## config.mk

```make
export PLATFORM = sky130hd
export DESIGN_NAME = utf8_text_sanitizer
export DESIGN_NICKNAME = d
export VERILOG_FILES = /design/src/design/utf8ts_pkg.sv /design/src/design/utf8ts_step.sv /design/src/design/utf8_text_sanitizer.sv
export VERILOG_INCLUDE_DIRS = /design/src /design/src/design
export SDC_FILE = /design/constraint.sdc
export NUM_CORES = 1
export LEC_CHECK = 0
export ABC_CLOCK_PERIOD_IN_PS = 14700
export BUFFER_PORTS_ARGS = -buffer_cell sky130_fd_sc_hd__buf_2
export CAP_MARGIN = 30
export CORE_MARGIN = 3
export CORE_UTILIZATION = 67
export DETAILED_ROUTE_END_ITERATION = 10
export PLACE_DENSITY = 0.86
export RECOVER_POWER = 50
export SLEW_MARGIN = 20
export SYNTH_ARGS = -nofsm -noshare
export SYNTH_HDL_FRONTEND = slang
export SYNTH_SLANG_ARGS = --single-unit
```

## constraint.sdc

```tcl
create_clock -name clock -period 14.7 [get_ports clock]
set_input_delay 1.47 -clock clock [delete_from_list [all_inputs] [get_ports clock]]
set_output_delay 1.47 -clock clock [all_outputs]
set_load 0.05 [all_outputs]
```

## src/design/utf8_text_sanitizer_macros.svh

```systemverilog
// Assertion macros used by the UTF-8 text sanitizer top level
`ifndef UTF8_TEXT_SANITIZER_MACROS_SVH
`define UTF8_TEXT_SANITIZER_MACROS_SVH

// same-cycle implication, checked outside reset
`define UTS_ASSERT_NOW(lbl, ante, cons) \
   lbl: assert property (@(posedge clock) disable iff (reset) (ante) |-> (cons)) \
      else $error("utf8 text sanitizer: assertion failed");

// next-cycle implication, checked outside reset
`define UTS_ASSERT_NEXT(lbl, ante, cons) \
   lbl: assert property (@(posedge clock) disable iff (reset) (ante) |=> (cons)) \
      else $error("utf8 text sanitizer: assertion failed");

`endif

```

## src/design/utf8ts_pkg.sv

```systemverilog
// Types, constants and helper functions for the UTF-8 text sanitizer
package utf8ts_pkg;

   localparam int unsigned MaxOut = 5;

   localparam logic [7:0] MarkLead    = 8'hc2;
   localparam logic [7:0] MarkTail    = 8'ha7;
   localparam logic [7:0] SpaceByte   = 8'd32;
   localparam logic [7:0] DelByte     = 8'd127;
   localparam logic [7:0] Lead2Last   = 8'hdf;
   localparam logic [7:0] Lead3First  = 8'he0;
   localparam logic [7:0] Lead3Last   = 8'hef;
   localparam logic [7:0] Lead4First  = 8'hf0;
   localparam logic [7:0] Lead4Last   = 8'hf4;
   localparam logic [7:0] SurrLead    = 8'hed;
   localparam logic [7:0] Cont3Limit  = 8'ha0;
   localparam logic [7:0] Cont4Limit  = 8'h90;

   typedef struct packed {
      logic [7:0] data_byte;
      logic       final_byte;
   } req_type;

   typedef struct packed {
      logic [7:0] out_byte;
      logic       byte_valid;
      logic       end_of_text;
   } rsp_type;

   typedef struct packed {
      logic [7:0] held_lead;
      logic [1:0] held_count;
      logic       skip_following;
      logic       space_owed;
      logic       anything_written;
   } state_type;

   typedef logic [1:0][7:0] conts_type;

   typedef struct packed {
      logic [MaxOut-1:0][7:0] bytes;
      logic [2:0]             count;
      logic                   bare;
      logic                   eot;
   } bundle_type;

   localparam state_type StateReset = '{
      held_lead:        8'd0,
      held_count:       2'd0,
      skip_following:   1'b0,
      space_owed:       1'b0,
      anything_written: 1'b0
   };

   function automatic logic [2:0] seq_len(input logic [7:0] b);
      logic [2:0] len;
      begin
         len = 3'd0;
         if (b[7] == 1'b0) begin
            len = 3'd1;
         end else if (b >= MarkLead && b <= Lead2Last) begin
            len = 3'd2;
         end else if (b >= Lead3First && b <= Lead3Last) begin
            len = 3'd3;
         end else if (b >= Lead4First && b <= Lead4Last) begin
            len = 3'd4;
         end
         return len;
      end
   endfunction

endpackage

```

## src/design/utf8ts_step.sv

```systemverilog
// Next-state and result-bundle logic for one input byte of the sanitizer
module utf8ts_step
   import utf8ts_pkg::*;
(
   input  state_type  state,
   input  conts_type  conts,
   input  req_type    req,
   output state_type  state_next,
   output conts_type  conts_next,
   output bundle_type bundle
);

   logic [7:0] b;
   logic [2:0] lead_len;
   logic [2:0] fresh_len;
   logic       cont_ok;
   logic       fresh;
   logic       emit_seq;
   logic [2:0] n;
   logic [MaxOut-1:0][7:0] bytes;

   assign b         = req.data_byte;
   assign lead_len  = seq_len(state.held_lead);
   assign fresh_len = seq_len(b);

   always_comb begin
      cont_ok = (b[7:6] == 2'b10);
      if (state.held_count == 2'd1 && lead_len >= 3'd3) begin
         if ((state.held_lead == Lead3First && b <  Cont3Limit) ||
             (state.held_lead == SurrLead   && b >= Cont3Limit) ||
             (state.held_lead == Lead4First && b <  Cont4Limit) ||
             (state.held_lead == Lead4Last  && b >= Cont4Limit)) begin
            cont_ok = 1'b0;
         end
      end
   end

   always_comb begin
      state_next = state;
      conts_next = conts;
      fresh      = 1'b0;
      emit_seq   = 1'b0;
      n          = 3'd0;
      bytes      = '0;

      if (state.skip_following) begin
         state_next.skip_following = 1'b0;
      end else if (state.held_count != 2'd0) begin
         if (state.held_lead == MarkLead && state.held_count == 2'd1 && b == MarkTail) begin
            state_next.held_count     = 2'd0;
            state_next.skip_following = 1'b1;
         end else if (!cont_ok) begin
            state_next.held_count = 2'd0;
            fresh                 = 1'b1;
         end else if ({1'b0, state.held_count} + 3'd1 >= lead_len) begin
            emit_seq              = 1'b1;
            state_next.held_count = 2'd0;
         end else begin
            conts_next[state.held_count[1]] = b;
            state_next.held_count = state.held_count + 2'd1;
         end
      end else begin
         fresh = 1'b1;
      end

      if (fresh) begin
         if (b <= SpaceByte || b == DelByte) begin
            state_next.space_owed = state.anything_written;
         end else if (fresh_len == 3'd1) begin
            if (state.space_owed) begin
               bytes[n] = SpaceByte;
               n        = n + 3'd1;
            end
            bytes[n] = b;
            n        = n + 3'd1;
            state_next.space_owed       = 1'b0;
            state_next.anything_written = 1'b1;
         end else if (fresh_len != 3'd0) begin
            state_next.held_lead  = b;
            state_next.held_count = 2'd1;
         end
      end

      if (emit_seq) begin
         if (state.space_owed) begin
            bytes[n] = SpaceByte;
            n        = n + 3'd1;
         end
         bytes[n] = state.held_lead;
         n        = n + 3'd1;
         if (state.held_count >= 2'd2) begin
            bytes[n] = conts[0];
            n        = n + 3'd1;
         end
         if (state.held_count == 2'd3) begin
            bytes[n] = conts[1];
            n        = n + 3'd1;
         end
         bytes[n] = b;
         n        = n + 3'd1;
         state_next.space_owed       = 1'b0;
         state_next.anything_written = 1'b1;
      end

      bundle.bytes = bytes;
      bundle.count = n;
      bundle.bare  = 1'b0;
      bundle.eot   = req.final_byte;
      if (req.final_byte) begin
         state_next = StateReset;
         if (n == 3'd0) begin
            bundle.count = 3'd1;
            bundle.bare  = 1'b1;
         end
      end
   end

endmodule

```

## src/design/utf8_text_sanitizer.sv

```systemverilog
// A byte is taken into the input register, judged there, and shown from the result register.
// Throughput: one input byte per cycle while each yields at most one result and the receiver
// does not stall; a byte that completes a character holds the input until the single-byte result
// port has drained all of its bytes (up to five) from the result register.
// Reset: synchronous, active high; clears all control state, no clearing pass.
// Top level of the UTF-8 text sanitizer
`include "utf8_text_sanitizer_macros.svh"

module utf8_text_sanitizer
   import utf8ts_pkg::*;
(
   input  logic    clock,
   input  logic    reset,
   input  logic    req_valid,
   output logic    req_stall,
   input  req_type req_data,
   output logic    rsp_valid,
   input  logic    rsp_stall,
   output rsp_type rsp_data
);

   req_type    in_ff, in_in;
   logic       in_valid_ff, in_valid_in;
   state_type  state_ff, state_in;
   conts_type  conts_ff, conts_in;
   bundle_type bundle_ff, bundle_in;
   logic       bundle_valid_ff, bundle_valid_in;
   logic [2:0] idx_ff, idx_in;

   state_type  state_next;
   conts_type  conts_next;
   bundle_type bundle_next;

   logic take_in;
   logic rsp_xfer;
   logic last_out;
   logic bundle_done;
   logic proc_go;

   utf8ts_step u_step (
      .state      (state_ff),
      .conts      (conts_ff),
      .req        (in_ff),
      .state_next (state_next),
      .conts_next (conts_next),
      .bundle     (bundle_next)
   );

   assign last_out    = (idx_ff == bundle_ff.count - 3'd1);
   assign rsp_xfer    = bundle_valid_ff && !rsp_stall;
   assign bundle_done = rsp_xfer && last_out;
   assign proc_go     = in_valid_ff && (!bundle_valid_ff || bundle_done);
   assign req_stall   = in_valid_ff && !proc_go;
   assign take_in     = req_valid && !req_stall;

   assign rsp_valid            = bundle_valid_ff;
   assign rsp_data.out_byte    = bundle_ff.bare ? 8'd0 : bundle_ff.bytes[idx_ff];
   assign rsp_data.byte_valid  = !bundle_ff.bare;
   assign rsp_data.end_of_text = bundle_ff.eot && last_out;

   always_comb begin
      in_in           = take_in ? req_data : in_ff;
      in_valid_in     = take_in || (in_valid_ff && !proc_go);
      state_in        = proc_go ? state_next : state_ff;
      conts_in        = proc_go ? conts_next : conts_ff;
      bundle_in       = bundle_ff;
      bundle_valid_in = bundle_valid_ff;
      idx_in          = idx_ff;
      if (rsp_xfer && !last_out) begin
         idx_in = idx_ff + 3'd1;
      end
      if (bundle_done) begin
         bundle_valid_in = 1'b0;
      end
      if (proc_go && bundle_next.count != 3'd0) begin
         bundle_in       = bundle_next;
         bundle_valid_in = 1'b1;
         idx_in          = 3'd0;
      end
   end

   always_ff @(posedge clock) begin
      if (reset) begin
         in_valid_ff     <= 1'b0;
         state_ff        <= StateReset;
         bundle_valid_ff <= 1'b0;
         idx_ff          <= 3'd0;
      end else begin
         in_valid_ff     <= in_valid_in;
         state_ff        <= state_in;
         bundle_valid_ff <= bundle_valid_in;
         idx_ff          <= idx_in;
      end
   end

   always_ff @(posedge clock) begin
      in_ff     <= in_in;
      conts_ff  <= conts_in;
      bundle_ff <= bundle_in;
   end

   `UTS_ASSERT_NEXT(a_reset_after_final, proc_go && in_ff.final_byte,
      state_ff == StateReset)
   `UTS_ASSERT_NOW(a_bare_is_end, rsp_valid && !rsp_data.byte_valid,
      rsp_data.end_of_text)
   `UTS_ASSERT_NOW(a_idx_in_range, bundle_valid_ff,
      idx_ff < bundle_ff.count && bundle_ff.count <= 3'd5)
   `UTS_ASSERT_NOW(a_stall_needs_item, req_stall, in_valid_ff)

endmodule

```

Word-level counts from Yosys, hierarchy flattened

Cells that the tools add are included.
W data, S select, Z words.

Bits in registers: 88
Word-level logic and storage cells: 232
Memories: 0
RAM bits: 0
Output and inout port bits: 12
Bits in latches: 0
ROM bits: 0

Div/mod/pow operators: 0
Add/sub/neg operators: 10
Multiply operators: 0
Bitwise operators: 6
Shifts and indexed selects: 0
Reduce and logical (&&, ||, !) cells: 55
Equality and inequality tests: 15
$lt $le $gt $ge: 35
Multiplexer cells: 91

Operators with widths:

| cell                  | number |
|---|---|
| $mux W40              | 10 |
| $bwmux W40            | 5 |
| $demux W8 S3          | 6 |
| $mux W8               | 12 |
| $mux W3               | 22 |
| $ge A8 B8 Y1 const B  | 8 |
| $eq A8 B8 Y1 const B  | 6 |
| $le A8 B8 Y1 const B  | 6 |
| $mux W10              | 4 |
| $and A35 B35 Y35      | 1 |
| $not A35 Y35          | 1 |
| $logic_and A1 B1 Y1   | 28 |
| $lt A3 B4 Y1 const B  | 7 |
| $bmux W8 S3           | 1 |
| $add A3 B1 Y3 const B | 7 |
| $ge A3 B1 Y1 const B  | 6 |
| $mux W1               | 18 |
| $bwmux W16            | 1 |
| $lt A8 B8 Y1 const B  | 2 |
| $mux W2               | 7 |
| $mux W13              | 1 |
| $reduce_bool A3 Y1    | 4 |
| $demux W8 S1          | 1 |
| $eq A8 B7 Y1 const B  | 1 |
| 29 further kinds      | 47 |

Logic depth before layout (Yosys ltp)

Gate-level depths: netlist (run 1).

Word-level depth: 36
Mapped depth: 19

Cells and area by module

A second synthesis (run 1) with hierarchy kept.

Cells, all modules: 592
Area, all modules: 6113.4 um^2

By module, submodules not included:

| module              | area an instance (um^2) | instances | seq. area each (um^2) | cells an instance |
|---|---|---|---|---|
| utf8_text_sanitizer | 3238.1                  | 1         | 2462.4                | 183 |
| utf8ts_step         | 2875.3                  | 1         | 0.0                   | 409 |

Least setup slack after synthesis (run 1)

Ideal clock, no wire load.

Path type: register to register
Start point: reg in_ff[4] (netlist bit)
End point: reg bundle_ff[0] (netlist bit) (enable)
Stages on the path, launching flop included: 19
Setup time: 0.413 ns
Arrival time: 5.178 ns
Clock period less this slack: 5.590 ns
Slack: 9.110 ns
Cell sequence: edfxtp_1 > or4_1 > buf_2 > o21a_4 > nor2_8 > nor2_1 > inv_1 > ha_1 > and2_1 > ha_1 > clkbuf_1 > xor2_1 > ha_1 > nand2_1 > nand2_1 > ha_1 > xor2_1 > a211oi_1 > o31a_1

Cells in the longest elaborated chain, start to end: 29
Elaborated cells on any way between the ends: 60
Those cells by class: add/sub (5); order compare (11); eq/ne (3); mux (26); reduce/logical (15)

RTL lines:

| element                                      | line                                 | text |
|---|---|---|
| start, declared                              | utf8_text_sanitizer.sv:22            | `req_type in_ff, in_in;` |
| start signal, assigned                       | utf8_text_sanitizer.sv:97            | `in_ff <= in_in;` |
| $lt A8 B8 Y1 or $ge A8 B8 Y1 (tied branches) | utf8ts_step.sv:29, utf8ts_step.sv:30 |  |
| $logic_and A1 B1 Y1 (on tied branches)       | utf8ts_step.sv:29, utf8ts_step.sv:30 |  |
| $logic_or A1 B1 Y1                           | utf8ts_step.sv:29                    | `if ((state.held_lead == Lead3First && b < Cont3Limit) \|\|` |
| $logic_or A1 B1 Y1                           | utf8ts_step.sv:30                    | `(state.held_lead == SurrLead && b >= Cont3Limit) \|\|` |
| $logic_or A1 B1 Y1                           | utf8ts_step.sv:31                    | `(state.held_lead == Lead4First && b < Cont4Limit) \|\|` |
| $mux W1                                      | utf8ts_step.sv:29                    |  |
| $mux W1                                      | utf8ts_step.sv:28                    | `if (state.held_count == 2'd1 && lead_len >= 3'd3) begin` |
| $mux W1                                      | utf8ts_step.sv:52                    | `end else if (!cont_ok) begin` |
| (+13 left out)                               | --                                   |  |
| $mux W3                                      | utf8ts_step.sv:84                    | `if (emit_seq) begin` |
| $add A3 B1 Y3                                | utf8ts_step.sv:100                   | `n = n + 3'd1;` |
| $mux W3 (*)                                  | utf8ts_step.sv:84                    |  |
| $logic_not A3 Y1                             | utf8ts_step.sv:111                   | `if (n == 3'd0) begin` |
| $mux W4                                      | utf8ts_step.sv:111                   |  |
| $mux W4 (*)                                  | utf8ts_step.sv:109                   | `if (req.final_byte) begin` |
| $reduce_bool A3 Y1 (*)                       | utf8_text_sanitizer.sv:75            | `if (proc_go && bundle_next.count != 3'd0) begin` |
| $logic_and A1 B1 Y1 (*)                      | utf8_text_sanitizer.sv:75            |  |
| end signal, assigned                         | utf8_text_sanitizer.sv:99            | `bundle_ff <= bundle_in;` |
| end, declared                                | utf8_text_sanitizer.sv:26            | `bundle_type bundle_ff, bundle_in;` |

Mark *: on every way between the ends. The rest lies on a longest branch, timed or not. The select of a mux whose other input is x is not followed.
A chain may end at the register's enable or synchronous reset.

Worst setup path in the final report (run 1)

Start point: reg in_ff[6] (netlist bit)
End point: reg bundle_ff[26] (netlist bit) (enable)

Same word-level chain as after synthesis.

==> flow_summary.json, run 1 <==
{
  "switching_share_pct": 26.4,
  "n_fill_cell": 608,
  "power_frac_clock_pct": 32.9,
  "grt_pass1_vias": 4531,
  "rr_worst_depth": 15,
  "layout-drive-gt1-share_pct": 11.1,
  "synth.top_cell.area_share_pct": 36.9,
  "core-area_um2": 8260,
  "pwr-share-comb_pct": 10.8,
  "yosys_warnings": 0,
  "antennaDiodeCount": 0,
  "reg2reg_to": "bundle_ff[26]$_SDFFCE_PN0P_",
  "synth-async-reset-ratio_pct": 0,
  "final_cell_mix": "70 x edfxtp_1, 49 x nor2_1, 43 x a22oi_1, 39 x nand2_1, 24 x o21ai_0",
  "r2r_start": "in_ff[6]$_DFFE_PP_",
  "final-setup-viol-count": 0,
  "yosysTopAreaCell": "edfxtp_1",
  "routed-via-count": 4766,
  "cts_tree": "built",
  "slew_headroom_pct": -6.08,
  "utilization_pct": 72.5,
  "startpoint_type": "flop",
  "placementRows": 33,
  "violations": "capacitance limit, slew limit",
  "antenna_found_initial": 0,
  "cp_max_fo": 35,
  "nets": 594,
  "synth-simple-area-share_pct": 16.5,
  "clockRootBuffer": "clkbuf_8",
  "maxSlewViolCount": 19,
  "seq_area_frac_synth_pct": 43.2,
  "p_int_uw": 376,
  "vias_per_cell": 7.07,
  "finalHoldViolCount": 0,
  "rsz0062_at_grt": "no",
  "place_congestion": 1.00,
  "antenna_left": 0,
  "status": "finished, violations left",
  "synth.distinct_cells": 78,
  "synth_xor_xnor_area_share_pct": 3.07,
  "tns_ps": 0,
  "cp.arrival_ps": 7030,
  "whs_path_depth": 1,
  "final.setup_skew_ps": 15.0,
  "grt-ovfl-total": 0,
  "p_total_uw": 511,
  "whs_ps": 484,
  "period_minus_slack_ps": 6980,
  "syn_to_final_growth_pct": 5.03,
  "drc_errors": 0,
  "dieArea_um2": 9650,
  "portBuffers": 24,
  "synthTopCellsByArea": "edfxtp_1 37%, dfxtp_1 6.3%, a22oi_1 5.7%",
  "stdcell_area_um2": 5990,
  "hold_path.class": "reg -> reg",
  "end_kind": "flop",
  "dr.pass1.iters": 5,
  "syn_area_um2": 5700,
  "numClockSinks": 88,
  "grt_pass1_wl_mm": 23.9,
  "fin_crit_sh_pct": 47.5,
  "clk_pin_slew_ps": 90,
  "drv_cap": 1,
  "power.switching_uw": 135,
  "ff2ff_setup_slack_ps": 7720,
  "postCtsSetupRepairBufs": 0,
  "drt_iter0_markers": 657,
  "synth_edf_count": 70,
  "ios": 25,
  "hpwlAfterDp_mm": 11.1,
  "synth_mux_area_share_pct": 5.73,
  "cts_hold_buf": 0,
  "initial_core_util_pct": 69.0,
  "synthFlopType": "edfxtp_1",
  "power_frac_seq_pct": 56.3,
  "netlist_instances": 560,
  "cp.required_ps": 14750,
  "dpl_cell_area_um2": 5820,
  "post_cts_resized": 0,
  "max_slew.worst_pin.slew_ps": 1580,
  "max_freq_mhz": 143,
  "grt_use_total_pct": 31.4,
  "synth_compound_gate_area_share_pct": 23.3,
  "die_x_um": 98.3,
  "hp-start": "state_ff[0]$_SDFFE_PP0P_",
  "grt_max_degree": 36,
  "vdd_ir_drop_max_mv": 0.0571,
  "wl_mm": 14.8,
  "clockBufferDepth": 2,
  "cellPowerDensity_nw_per_um2": 85.3,
  "htreeDepth": 3,
  "die_y_um": 98.3,
  "cts_buffers": 9,
  "synth-seq-cells": 88,
  "synth_area_per_cell_um2": 10.2,
  "syn_nets": 590,
  "synth_top_family_by_area": "compound AO/OA/AOI/OAI gates",
  "wl_per_cell_um": 22.0,
  "p_leak_nw": 2.02,
  "clk_latency_ps": 360,
  "holdPathEnd": "state_ff[0]$_SDFFE_PP0P_",
  "synthAdderAreaFrac_pct": 3.73,
  "layout_commonest_cell": "edfxtp_1",
  "path_class": "reg -> reg"
}
==> power groups by stage <==
stage / Combinational [mW] / Sequential (mW) / Clock, mW
final: 0.0552 / 0.288 / 0.168
after global routing: 0.0594 / 0.289 / 0.179
after CTS: 0.0549 / 0.287 / 0.168
after detailed placement: 0.0547 / 0.293 / 0
after global placement: 0.0527 / 0.292 / 0
after floorplan: 0.0455 / 0.287 / 0
==> per-layer routing <==
metal | global-route usage [%] | part of all wire, % | vias to the layer above
met5 | 0 | 0 | -
met4 | 12.0 | 3.1 | 0
met3 | 6.36 | 10 | 55
met2 | 49.3 | 46 | 328
met1 | 43.3 | 41 | 2226
li1 | - | - | 2157
==> synthesized netlist by cell type, types with 3 or more instances <==
master and n:
clkbuf_1 21, ha_1 17, nand3_1 3, nand4_1 10
a22oi_1 43, nor2_1 49, nand2_1 39, nor2b_1 4
mux2i_1 12, buf_2 11, mux4_2 8, a221o_1 7
dfxtp_1 18, xnor2_1 11, a32o_1 5, a211oi_1 8
xor2_1 3, inv_1 22, nor3_1 18, a21oi_1 23
o21ai_1 17, a31oi_1 3, nor4_1 4, o21ai_0 21
and3_1 5, nand4b_1 5, nand2b_1 6, or3_1 7
or2_2 3, a22o_1 9, edfxtp_1 70, and2_1 3
o211ai_1 8, or2_0 5, o21a_1 7
==> how the worst max path moves through the flow <==
stage / start / end / slack (ps) / depth (start not counted)
final: in_ff[6]$_DFFE_PP_ / bundle_ff[26]$_SDFFCE_PN0P_ / 7720 / 15
after global routing: in_ff[1]$_DFFE_PP_ / bundle_ff[13]$_DFFE_PP_ / 7380 / 15
after CTS: in_ff[4]$_DFFE_PP_ / bundle_ff[35]$_SDFFCE_PN0P_ / 8920 / 15
after detailed placement: in_ff[4]$_DFFE_PP_ / bundle_ff[14]$_DFFE_PP_ / 8940 / 15
after global placement: in_ff[4]$_DFFE_PP_ / bundle_ff[14]$_DFFE_PP_ / 8840 / 14
after floorplan: in_ff[4]$_DFFE_PP_ / bundle_ff[0]$_DFFE_PP_ / 9110 / 18
==> worst max-delay path: stages (launching register included) <==
cell and delay, ps:
edfxtp_1 780, nand4b_1 270, o211ai_1 770, nand2_1 410, nand2_1 260, ha_1 280, and2_0 220, ha_1 490
xor2_1 230, ha_1 220, nand2_1 80, xnor2_1 1230, xor2_1 230, a211oi_1 480, o31a_2 440, buf_12 260
==> layout make-up <==
cell class	instances	area, um^2	area share (%)
clock buffer	10	128	2.13
clock inverter	6	67.6	1.13
timing repair buffer	30	154	2.57
inverter	23	86.3	1.44
sequential	88	2460	41.1
tap	105	131	2.19
multi-input combinational	412	2960	49.4
==> cells by family (layout without fill, tap and decap cells) <==
group / after synthesis / after routing
DFF: 88 / 88
buffers and inverters: 60 / 69
muxes: 22 / 22
AOI/OAI and AO/OA: 182 / 182
adders and majority gates: 17 / 17
and+or+nand+nor: 175 / 175
xor gates and xnor gates: 16 / 16
==> state kept, by name, indices dropped and copies added (netlist names) <==
register / count
idx_ff: 3
state_ff: 13
conts_ff: 16
in_ff: 9
in_valid_ff: 1
rsp_valid: 1
bundle_ff: 45
==> through the flow <==
stage / cells / setup slack (ps)
finish: 674 / 7720
global route: 674 / 7380
CTS: 671 / 8920
detailed placement: 655 / 8940
global placement: 653 / 8840
floorplan: 560 / 9110
No activity file was read; power rests on OpenSTA's default activity.
==> inputs of run 2 (changes only) <==
Settings changed: ABC_CLOCK_PERIOD_IN_PS 14700 to 7130, CORE_UTILIZATION 67 to 62, PLACE_DENSITY 0.86 to 0.8.
Clock period 14.7 ns to 7.13 ns, I/O delays scaled along.
==> flow_summary.json, run 2 (synthesis results as in run 1) <==
{
  "slowest_delay_ps": 760,
  "drc_errors": 0,
  "cp.required_ps": 7190,
  "numClockSinks": 88,
  "grt_pass1_vias": 4429,
  "clockRootBuffer": "clkbuf_8",
  "p_total_mw": 1.07,
  "cp_max_fo": 35,
  "drv_cap": 0,
  "top_regs": "bundle_ff (45), conts_ff (16), state_ff (13)",
  "dieArea_um2": 10400,
  "max_slew.worst_pin.slew_ps": 925,
  "cts_hold_buf": 0,
  "maxSlewViolCount": 0,
  "finalHoldViolCount": 0,
  "vias_per_cell": 7.02,
  "crit_slowest_cell": "edfxtp_1",
  "grt_use_total_pct": 31.0,
  "whs_path_depth": 1,
  "routed-via-count": 4745,
  "rr_worst_depth": 15,
  "crit_chain": "nand3_1 > o211ai_1 > nand2_1 > nand2_1 > ha_1 > and2_0 > ha_1 > xor2_1 > ha_1 > nand2_1 > xnor2_4 > xor2_1 > a211oi_1 > o31a_2 > buf_12",
  "core-area_um2": 8810,
  "final.setup_skew_ps": 22.0,
  "dr.pass1.iters": 5,
  "pwr-share-comb_pct": 10.7,
  "fin_crit_sh_pct": 86.2,
  "die_y_um": 102,
  "portBuffers": 24,
  "final_cell_mix": "70 x edfxtp_1, 49 x nor2_1, 43 x a22oi_1, 39 x nand2_1, 25 x o21ai_0",
  "place_inst": 659,
  "switching_share_pct": 27.3,
  "status": "finished clean",
  "n_fill_cell": 696,
  "wl_mm": 15.4,
  "grt_max_degree": 36,
  "antenna_left": 0,
  "power.switching_uw": 293,
  "power_frac_clock_pct": 34.1,
  "place_congestion": 0.970,
  "clockBufferDepth": 2,
  "ios": 25,
  "end_kind": "flop",
  "regMostFlops": "bundle_ff",
  "nets": 593,
  "fin_cells": 676,
  "post_cts_resized": 0,
  "period_minus_slack_ps": 6150,
  "hold_path.class": "reg -> reg",
  "max_freq_mhz": 163,
  "die_x_um": 102,
  "rsz0062_at_grt": "no",
  "wl_per_cell_um": 22.8,
  "postCtsSetupRepairBufs": 0,
  "htreeDepth": 3,
  "power_frac_seq_pct": 55.2,
  "tns_ps": 0,
  "cp.arrival_ps": 6200,
  "cts_buffers": 9,
  "antenna_found_initial": 0,
  "hpwlAfterDp_mm": 11.5,
  "initial_core_util_pct": 64.7,
  "layout_commonest_cell": "edfxtp_1",
  "cellPowerDensity_nw_per_um2": 178,
  "antennaDiodeCount": 0,
  "cts_tree": "built",
  "slew_headroom_pct": 37.9,
  "final-setup-viol-count": 0,
  "syn_to_final_growth_pct": 5.77,
  "clk_latency_ps": 370,
  "grt_pass1_wl_mm": 24.4,
  "p_int_uw": 780,
  "path_class": "reg -> reg",
  "grt-ovfl-total": 0,
  "vdd_ir_drop_max_mv": 0.140,
  "p_leak_nw": 2.03,
  "placementRows": 34,
  "startpoint_type": "flop",
  "largest_register_ffs": 45,
  "layout-drive-gt1-share_pct": 11.8,
  "clk_pin_slew_ps": 110,
  "drt_iter0_markers": 857
}
## run 2: cell count changes in the layout (fill, tap and decap cells not counted), sizes merged
cell / previous run / this run
clkinv: 3 / 2
clkbuf: 23 / 21
inv: 24 / 25
clkinvlp: 1 / 2
## run 2: worst max-delay path: cells and delay by family (launching register included)
family          cells  cell delay, ps
xor+xnor            3             920
compound gates      3            1600
buf+inv             1             260
simple gates        5            1280
flops               1             760
fa+ha+maj           3            1010
## run 2: power by group through the flow
stage	Combinational, mW	Clock [mW]	Sequential, mW
finish	0.115	0.366	0.593
global route	0.123	0.386	0.595
CTS	0.115	0.368	0.592
detailed placement	0.114	0	0.604
global placement	0.110	0	0.602
floorplan	0.0939	0	0.591
## run 2: final timing paths
| check | start | endpoint | slack [ps] |
|---|---|---|---|
| worst max-delay path | in_ff[1]$_DFFE_PP_ | bundle_ff[33]$_SDFFCE_PN0P_ | 980 |
| worst max register to register | in_ff[1]$_DFFE_PP_ | bundle_ff[33]$_SDFFCE_PN0P_ | 980 |
| worst min-delay path | state_ff[0]$_SDFFE_PP0P_ | state_ff[0]$_SDFFE_PP0P_ | 500 |
| worst min register to register | state_ff[0]$_SDFFE_PP0P_ | state_ff[0]$_SDFFE_PP0P_ | 500 |
## run 2: cell type report
type	count	area, um^2	share of cell area (%)
clock buffers	9	124	2.05
clock inverters	7	87.6	1.45
inverters	23	86.3	1.43
multi-input cells	412	2980	49.5
flip-flops and latches	88	2460	40.8
well taps	108	135	2.24
repair buffers	29	153	2.53
## run 2: layer usage
metal  GRT usage (%)  routed length [um]  vias up
met2            48.9                7200      292
met3            4.30                1340       45
met5               0                   0        -
li1                -                   -     2159
met4            11.4                 434        0
met1            44.1                6460     2249
## run 2: per-stage QoR
step	hold WS, ps	util [%]	setup slack (ps)	instance area [um^2]
final	498	68.5	980	6030
after global placement	451	65.9	1290	5800
after CTS	509	68.7	1360	6050
after detailed placement	484	66.3	1400	5830
after floorplan	424	-	1540	5700
after global routing	515	68.5	560	6030
